### src/rtl/sfp_pkg.sv
// Shared widths, start byte reset value and byte role codes for the frame parser.
// No dependencies.
`timescale 1ns / 1ps

package sfp_pkg;

    localparam int ByteW = 8;
    localparam int RoleW = 3;

    localparam logic [ByteW-1:0] StartByteRst = 8'd254;

    localparam logic [RoleW-1:0] ROLE_TEXT  = 3'd0;
    localparam logic [RoleW-1:0] ROLE_START = 3'd1;
    localparam logic [RoleW-1:0] ROLE_LEN   = 3'd2;
    localparam logic [RoleW-1:0] ROLE_CMD0  = 3'd3;
    localparam logic [RoleW-1:0] ROLE_CMD1  = 3'd4;
    localparam logic [RoleW-1:0] ROLE_DATA  = 3'd5;
    localparam logic [RoleW-1:0] ROLE_GOOD  = 3'd6;
    localparam logic [RoleW-1:0] ROLE_BAD   = 3'd7;

endpackage

### src/rtl/sof_frame_parser_xor_check_unit.sv
// An input request reaches the result through the input register and the result register.
// Throughput: one byte per cycle while the output is not stalled; the parse state and XOR update together.
// An output stall blocks input only once both registers hold a request; s_axis_tready
// then follows m_axis_tready.
// Reset (rst_n low, asynchronous): both stages empty, parser waiting for start byte,
// count and check cleared, start byte register back to 0xFE.
`timescale 1ns / 1ps

module sof_frame_parser_xor_check_unit (
    input  logic                        clk,
    input  logic                        rst_n,
    input  logic                        cfg_wr_en,
    input  logic [sfp_pkg::ByteW-1:0]   cfg_wr_data,
    input  logic                        s_axis_tvalid,
    output logic                        s_axis_tready,
    input  logic [sfp_pkg::ByteW-1:0]   s_axis_tdata,    // [7:0] rx_byte
    output logic                        m_axis_tvalid,
    input  logic                        m_axis_tready,
    output logic [2*sfp_pkg::ByteW-1:0] m_axis_tdata,    // [7:0] out_byte, [15:8] bytes_left
    output logic [sfp_pkg::RoleW-1:0]   m_axis_tuser     // [2:0] byte_role
);
    import sfp_pkg::*;

    localparam logic [2:0] MODE_WAIT  = 3'd0;
    localparam logic [2:0] MODE_LEN   = 3'd1;
    localparam logic [2:0] MODE_CMD0  = 3'd2;
    localparam logic [2:0] MODE_CMD1  = 3'd3;
    localparam logic [2:0] MODE_DATA  = 3'd4;
    localparam logic [2:0] MODE_CHECK = 3'd5;

    logic [ByteW-1:0] start_val_reg;
    logic             in_valid_reg;
    logic [ByteW-1:0] in_byte_reg;
    logic [2:0]       mode_reg,  mode_next;
    logic [ByteW-1:0] count_reg, count_next;
    logic [ByteW-1:0] check_reg, check_next;
    logic             out_valid_reg;
    logic [ByteW-1:0] out_byte_reg;
    logic [RoleW-1:0] role_reg,  role_next;
    logic [ByteW-1:0] left_reg,  left_next;
    logic             advance;
    logic             process;
    logic [ByteW-1:0] dec_count;

    assign advance       = !out_valid_reg || m_axis_tready;
    assign process       = in_valid_reg && advance;
    assign s_axis_tready = !in_valid_reg || advance;

    assign m_axis_tvalid = out_valid_reg;
    assign m_axis_tdata  = {left_reg, out_byte_reg};
    assign m_axis_tuser  = role_reg;

    assign dec_count = (count_reg != '0) ? count_reg - 1'b1 : count_reg;

    always_comb
    begin
        mode_next  = mode_reg;
        count_next = count_reg;
        check_next = check_reg;
        role_next  = ROLE_TEXT;
        left_next  = '0;
        case (mode_reg)
            MODE_LEN:
            begin
                check_next = in_byte_reg;
                count_next = in_byte_reg;
                left_next  = in_byte_reg;
                role_next  = ROLE_LEN;
                mode_next  = MODE_CMD0;
            end
            MODE_CMD0:
            begin
                check_next = check_reg ^ in_byte_reg;
                left_next  = count_reg;
                role_next  = ROLE_CMD0;
                mode_next  = MODE_CMD1;
            end
            MODE_CMD1:
            begin
                check_next = check_reg ^ in_byte_reg;
                left_next  = count_reg;
                role_next  = ROLE_CMD1;
                mode_next  = (count_reg != '0) ? MODE_DATA : MODE_CHECK;
            end
            MODE_DATA:
            begin
                check_next = check_reg ^ in_byte_reg;
                count_next = dec_count;
                left_next  = dec_count;
                role_next  = ROLE_DATA;
                mode_next  = (dec_count == '0) ? MODE_CHECK : MODE_DATA;
            end
            MODE_CHECK:
            begin
                role_next = (in_byte_reg == check_reg) ? ROLE_GOOD : ROLE_BAD;
                mode_next = MODE_WAIT;
            end
            default:
            begin
                if (in_byte_reg == start_val_reg)
                begin
                    role_next  = ROLE_START;
                    check_next = '0;
                    count_next = '0;
                    mode_next  = MODE_LEN;
                end
                else
                begin
                    role_next = ROLE_TEXT;
                    mode_next = MODE_WAIT;
                end
            end
        endcase
    end

    always_ff @(posedge clk or negedge rst_n)
    begin
        if (!rst_n)
        begin
            start_val_reg  <= StartByteRst;
            in_valid_reg   <= 1'b0;
            out_valid_reg  <= 1'b0;
            mode_reg       <= MODE_WAIT;
            count_reg      <= '0;
            check_reg      <= '0;
        end
        else
        begin
            if (cfg_wr_en)
                start_val_reg <= cfg_wr_data;
            if (s_axis_tvalid && s_axis_tready)
                in_valid_reg <= 1'b1;
            else if (advance)
                in_valid_reg <= 1'b0;
            if (advance)
                out_valid_reg <= in_valid_reg;
            if (process)
            begin
                mode_reg  <= mode_next;
                count_reg <= count_next;
                check_reg <= check_next;
            end
        end
    end

    always_ff @(posedge clk)
    begin
        if (s_axis_tvalid && s_axis_tready)
            in_byte_reg <= s_axis_tdata;
        if (process)
        begin
            out_byte_reg <= in_byte_reg;
            role_reg     <= role_next;
            left_reg     <= left_next;
        end
    end

endmodule

### config.mk
export PLATFORM = sky130hd
export DESIGN_NAME = sof_frame_parser_xor_check_unit
export DESIGN_NICKNAME = d
export VERILOG_FILES = /design/src/rtl/sfp_pkg.sv /design/src/rtl/sof_frame_parser_xor_check_unit.sv
export SDC_FILE = /design/constraint.sdc
export NUM_CORES = 1
export LEC_CHECK = 0
export ABC_CLOCK_PERIOD_IN_PS = 5960
export BUFFER_PORTS_ARGS = -buffer_cell sky130_fd_sc_hd__buf_2
export CAP_MARGIN = 10
export CORE_ASPECT_RATIO = 1.25
export CORE_UTILIZATION = 45
export DETAILED_ROUTE_END_ITERATION = 8
export GPL_TIMING_DRIVEN = 0
export PLACE_DENSITY = 0.65
export SYNTH_ARGS = -nofsm -noshare
export SYNTH_HDL_FRONTEND = slang
export SYNTH_SLANG_ARGS = --single-unit
### constraint.sdc
create_clock -name clk -period 5.96 [get_ports clk]
set_input_delay 0.298 -clock clk [delete_from_list [all_inputs] [get_ports clk]]
set_output_delay 0.298 -clock clk [all_outputs]
set_load 0.02 [all_outputs]
* Word-level counts from Yosys, hierarchy flattened
Index checks and enable logic that the tools add are counted.
Cells by class: mux-type cells 13, bitwise logic cells 3, add/subtract/negate cells 1, reduce and logical (&&, ||, !) cells 16, equal/unequal tests 7
Operators with widths (count):
- 8-bit one-hot mux with 3 select lines | 3
- 3-bit one-hot mux with 5 select lines | 2
- 8-bit equality test | 2
- 8-bit 2-to-1 mux | 2
- 8-bit zero test | 1
- 8-bit nonzero test | 1
- 8-bit by 1-bit subtractor with 8-bit output, second input constant | 1
- 8-bit XOR | 1
- 3-bit by 2-bit equality test with 1-bit output, second input constant | 2
- 3-bit equality test, second input constant | 2
- 1-bit 2-to-1 mux | 6
- 3-bit AND reduction | 2
- 3-bit nonzero test | 2
- 3-bit OR reduction | 2
- 3-bit by 1-bit equality test with 1-bit output, second input constant | 1
- 1-bit logical AND | 2
- 1-bit zero test | 2
- 1-bit logical OR | 2
- 1-bit inverter | 2
- 2-bit nonzero test | 1
- 2-bit OR reduction | 1
Word-level totals: bits of input ports 21, logic and storage cells 50, register bits 56, output and inout port bits 21

* Longest topological paths before layout
word-level depth 5, depth in mapped cells 8, gate-level depth less buffers 7

* Worst setup path after synthesis
No wires, ideal clock.
path type register to register, start point register count_reg[0], end point register left_reg[6] (data pin), data arrival time 1.912 ns, library setup time 0.254 ns, buffers on the path 1, slack 3.794 ns, cell stages (with the launch flop) 9, data required time 5.706 ns, period minus slack after synthesis 2.166 ns, path through dfrtp_1 inv_1 ha_1 or3b_4 buf_6 nor3_1 mux2i_1 o21ai_1 a21o_1
Between the ends: word-level cells in the longest chain between the ends 3, elaborated cells between the ends (all ways) 4, classes of those cells add/sub (1); mux (2); reduce/logical (1)
Ends and longest elaborated chain:
- from (decl) | line sof_frame_parser_xor_check_unit.sv:35 | logic [ByteW-1:0] count_reg, count_next;
- from (signal assigned) | line sof_frame_parser_xor_check_unit.sv:140 | count_reg <= count_next;
- 8-bit by 1-bit subtractor with 8-bit output or 8-bit nonzero test (tied branches) | line sof_frame_parser_xor_check_unit.sv:53 | assign dec_count = (count_reg != '0) ? count_reg - 1'b1 : count_reg;
- 8-bit 2-to-1 mux (*) | line sof_frame_parser_xor_check_unit.sv:53
- 8-bit one-hot mux with 3 select lines (*) | line sof_frame_parser_xor_check_unit.sv:62 | case (mode_reg)
- named net left_next[6] | line sof_frame_parser_xor_check_unit.sv:40 | logic [ByteW-1:0] left_reg, left_next;
- to (signal assigned) | line sof_frame_parser_xor_check_unit.sv:154 | left_reg <= left_next;
- to (decl) | line sof_frame_parser_xor_check_unit.sv:40
Mark *: on every way through the listed nets, which the timed path passes. The rest lies on a longest branch. A chain may end at the register's enable or synchronous reset.

* Worst setup path after layout
start point register count_reg[0], end point register mode_reg[0]
Between the ends: word-level cells in the longest chain between the ends 5, elaborated cells between the ends (all ways) 7, classes of those cells add/sub (1); mux (4); reduce/logical (2)
Ends and longest elaborated chain:
- 8-bit by 1-bit subtractor with 8-bit output or 8-bit nonzero test (tied branches) | line sof_frame_parser_xor_check_unit.sv:53, sof_frame_parser_xor_check_unit.sv:83
- 8-bit 2-to-1 mux | line sof_frame_parser_xor_check_unit.sv:53
- 8-bit zero test | line sof_frame_parser_xor_check_unit.sv:91 | mode_next = (dec_count == '0) ? MODE_CHECK : MODE_DATA;
- 1-bit 2-to-1 mux | line sof_frame_parser_xor_check_unit.sv:91
- 3-bit one-hot mux with 5 select lines (*) | line sof_frame_parser_xor_check_unit.sv:62
- to (signal assigned) | line sof_frame_parser_xor_check_unit.sv:139 | mode_reg <= mode_next;
- to (decl) | line sof_frame_parser_xor_check_unit.sv:34 | logic [2:0] mode_reg, mode_next;
Mark *: on every way between the ends. The rest lies on a longest branch, timed or not.

==> flow_summary_export.csv <==
group,metric,value,unit
sta,worstMarginPinSlew,0.854,ns
layout,antenna_cells,0,
layout,layout-drive-gt1-share,0.237,
placed_design,pre_cts_ws,3.51,ns
yosys,synth_enable_flop_cells,27,
detailed_routing,dr.pass1.iters,4,
yosys,synth.distinct_cells,54,
layout,nFillCells,602,
clock_tree,cts.clk_slew.worst_paths,0.11,ns
pwr,p_int,0.888,mW
detailed_routing,drt-wirelength-per-cell,16.3,microns
detailed_routing,detail_route.iter0.violations,170,
layout,syn_to_final_growth,13.7,%
detailed_routing,drtAntennaViolNets,0,
die,dieArea,6860,sq um
hold_path,hold_class,"in -> async",
sta,timing.final.crit_period,2.48,ns
clock_tree,cts_resized,0,
layout,finalNetCount,344,
sta,relSlewSlack,0.430,
detailed_routing,wl,6.62,mm
global_routing,grt_antenna_before_repair,0,
global_routing,grt_pass1_vias,2276,
setup_path,startpoint_type,"flop",
yosys,synth_common_cells,"edfxtp_1, a21oi_1, dfrtp_1",
yosys,async_flop_share,0.518,
sta,max_freq,0.403,GHz
yosys,yosysWarnings,0,
yosys,synth.most_common_cell,"edfxtp_1",
detailed_routing,vias_per_cell,5.75,
clock_tree,max-clock-path-buffers,2,
die,die_x,74.3,microns
yosys,ys_seq_elements,56,
sta,post-route-period-util,0.417,
clock_tree,htreeDepth,2,
yosys,synth_top_area_frac,0.276,
yosys,seq_area_frac_synth,0.526,
sta,fin_tns_setup,0,ns
sta,setup_slack,3.48,ns
global_routing,grt_max_degree,30,
yosys,syn_inst,273,
status,status,"completed",
layout,final_util,0.535,
clock_tree,clk_latency,0.32,ns
die,initial_core_util,0.470,
clock_tree,clock_sink_count,56,
clock_tree,cts_tree,"built",
yosys,yosys-top-cells-area,"edfxtp_1, dfrtp_1, dfstp_2, mux2_2, a21oi_1",
setup_path,critPathKind,"reg -> reg",
setup_path,worstPathRequired,6.20,ns
sta,fin_skew,0.0111,ns
global_routing,grtUsageTotal,0.211,
pwr,p_per_area,458,nW/um^2
pwr,power_frac_seq,0.384,
detailed_routing,drcViolationCount,0,
clock_tree,cts_hold_buffers,0,
pwr,swShare,0.419,
die,core-area,6250,sq um
yosys,synthesis.area,2940,sq um
die,fp.dieH,92.3,microns
sta,rsz0062_at_grt,"no",
clock_tree,numCtsBuffers,5,
die,rows,32,
setup_path,crit_arrival,2.73,ns
clock_tree,post_cts_buffers,0,
setup_path,crit_path_max_fanout,10,
yosys,yosys.area.top_type,"edfxtp_1",
setup_path,end_kind,"flop",
sta,setup_violations,0,
pwr,power_leakage,1.33,nW
sta,hold_viol,0,
pwr,vdd_drop_max,0.174,mV
pwr,p_comb_frac,0.472,
global_routing,grt_pass1_wl,10.7,mm
placed_design,port_buffers,40,
detailed_routing,via_count,2333,
placed_design,hpwl,4.69,mm
clock_tree,clock-root-buffer,"clkbuf_8",
pwr,power_switching,0.641,mW
pwr,p_clk_frac,0.144,
yosys,avgSynthCellArea,10.8,sq um
job,cap_violations,0,
yosys,ys.flop_type,"edfxtp_1",
sta,final_max_slew_viol_count,0,
global_routing,grt-ovfl-total,0,
placed_design,place_congestion,0.894,
die,io_pins,42,
yosys,synth_nets,297,
-- cells in the final DEF (no fill, tap or decap), types with 3 or more instances in the layout --
cell type	count
a21o_1	3
a21oi_1	24
a22oi_1	10
buf_2	42
clkbuf_1	12
clkbuf_8	5
dfrtp_1	22
dfstp_2	7
edfxtp_1	27
ha_1	3
inv_1	6
mux2_2	11
mux2i_1	3
nand2_1	15
nand2b_1	5
nand4_1	4
nor2_1	10
nor2b_1	3
nor3_1	15
o21ai_0	18
o21ai_1	6
o41ai_1	4
or3_1	4
xnor2_1	9
xor2_1	7
-- metal layers --
layer | part of all wire | wire [microns] | vias to the layer above | track usage
met5 | 0 | 0 | - | 0
met4 | 0.016 | 109 | 0 | 0.110
met3 | 0.054 | 356 | 12 | 0.0490
met2 | 0.53 | 3530 | 83 | 0.355
met1 | 0.40 | 2630 | 1121 | 0.245
li1 | - | - | 1117 | -
-- stage by stage --
stage	instances	instance area (sq um)	hold slack, ns	power [mW]
floorplan	273	2940	0.00241	1.13
global placement	398	3240	0.375	1.30
detailed placement	398	3240	0.384	1.31
CTS	406	3340	0.0304	1.53
global route	406	3340	0.0624	1.63
finish	406	3340	0.0137	1.53
-- final timing paths --
check                                         start                   endpoint  slack [ns]  cells after the start
max                        count_reg[0]$_DFFE_PN0P_    mode_reg[0]$_DFFE_PN0P_        3.48                      8
min                                           rst_n   count_reg[6]$_DFFE_PN0P_        0.01                      1
max reg2reg                count_reg[0]$_DFFE_PN0P_    mode_reg[0]$_DFFE_PN0P_        3.48                      8
min reg2reg                in_byte_reg[5]$_DFFE_PP_  out_byte_reg[5]$_DFFE_PP_        0.46                      0
max in group asynchronous                     rst_n   check_reg[2]$_DFFE_PN0P_        5.50                      1
min in group clk                    s_axis_tdata[6]   in_byte_reg[6]$_DFFE_PP_        0.16                      1
-- kinds of logic after synthesis --
logic type                 synth area share
adders and majority gates            0.0128
and+or+nand+nor                       0.141
buffers and inverters                0.0353
muxes                                0.0524
DFF                                   0.526
xor gates and xnor gates             0.0477
AOI/OAI and AO/OA                     0.185
-- power by group through the flow --
stage          logic [mW]  clock network, mW  registers (mW)
2_1_floorplan       0.528                  0           0.605
3_3_place_gp        0.710                  0           0.592
3_5_place_dp        0.714                  0           0.594
4_1_cts             0.716              0.228           0.587
5_1_grt             0.794              0.238           0.601
6_report            0.722              0.220           0.588
-- worst max-delay path: stages, from the launching register on --
cell and delay [ns]:
dfrtp_1 0.45, inv_1 0.19, ha_1 0.30, or3b_4 0.43
buf_6 0.15, o32a_1 0.28, a211oi_1 0.28, a32oi_1 0.16
a21oi_1 0.16
-- layout make-up --
cell class	instances	area [sq um]	area share
multi-input cells	194	1290	0.386
plain buffers	16	77.6	0.0232
clock buffers	5	68.8	0.0206
clock inverters	3	26.3	0.00787
repair buffers	40	200	0.0599
inverters	7	26.3	0.00787
well taps	85	106	0.0318
flip-flops and latches	56	1550	0.463
(Power assumes the default switching activity.)
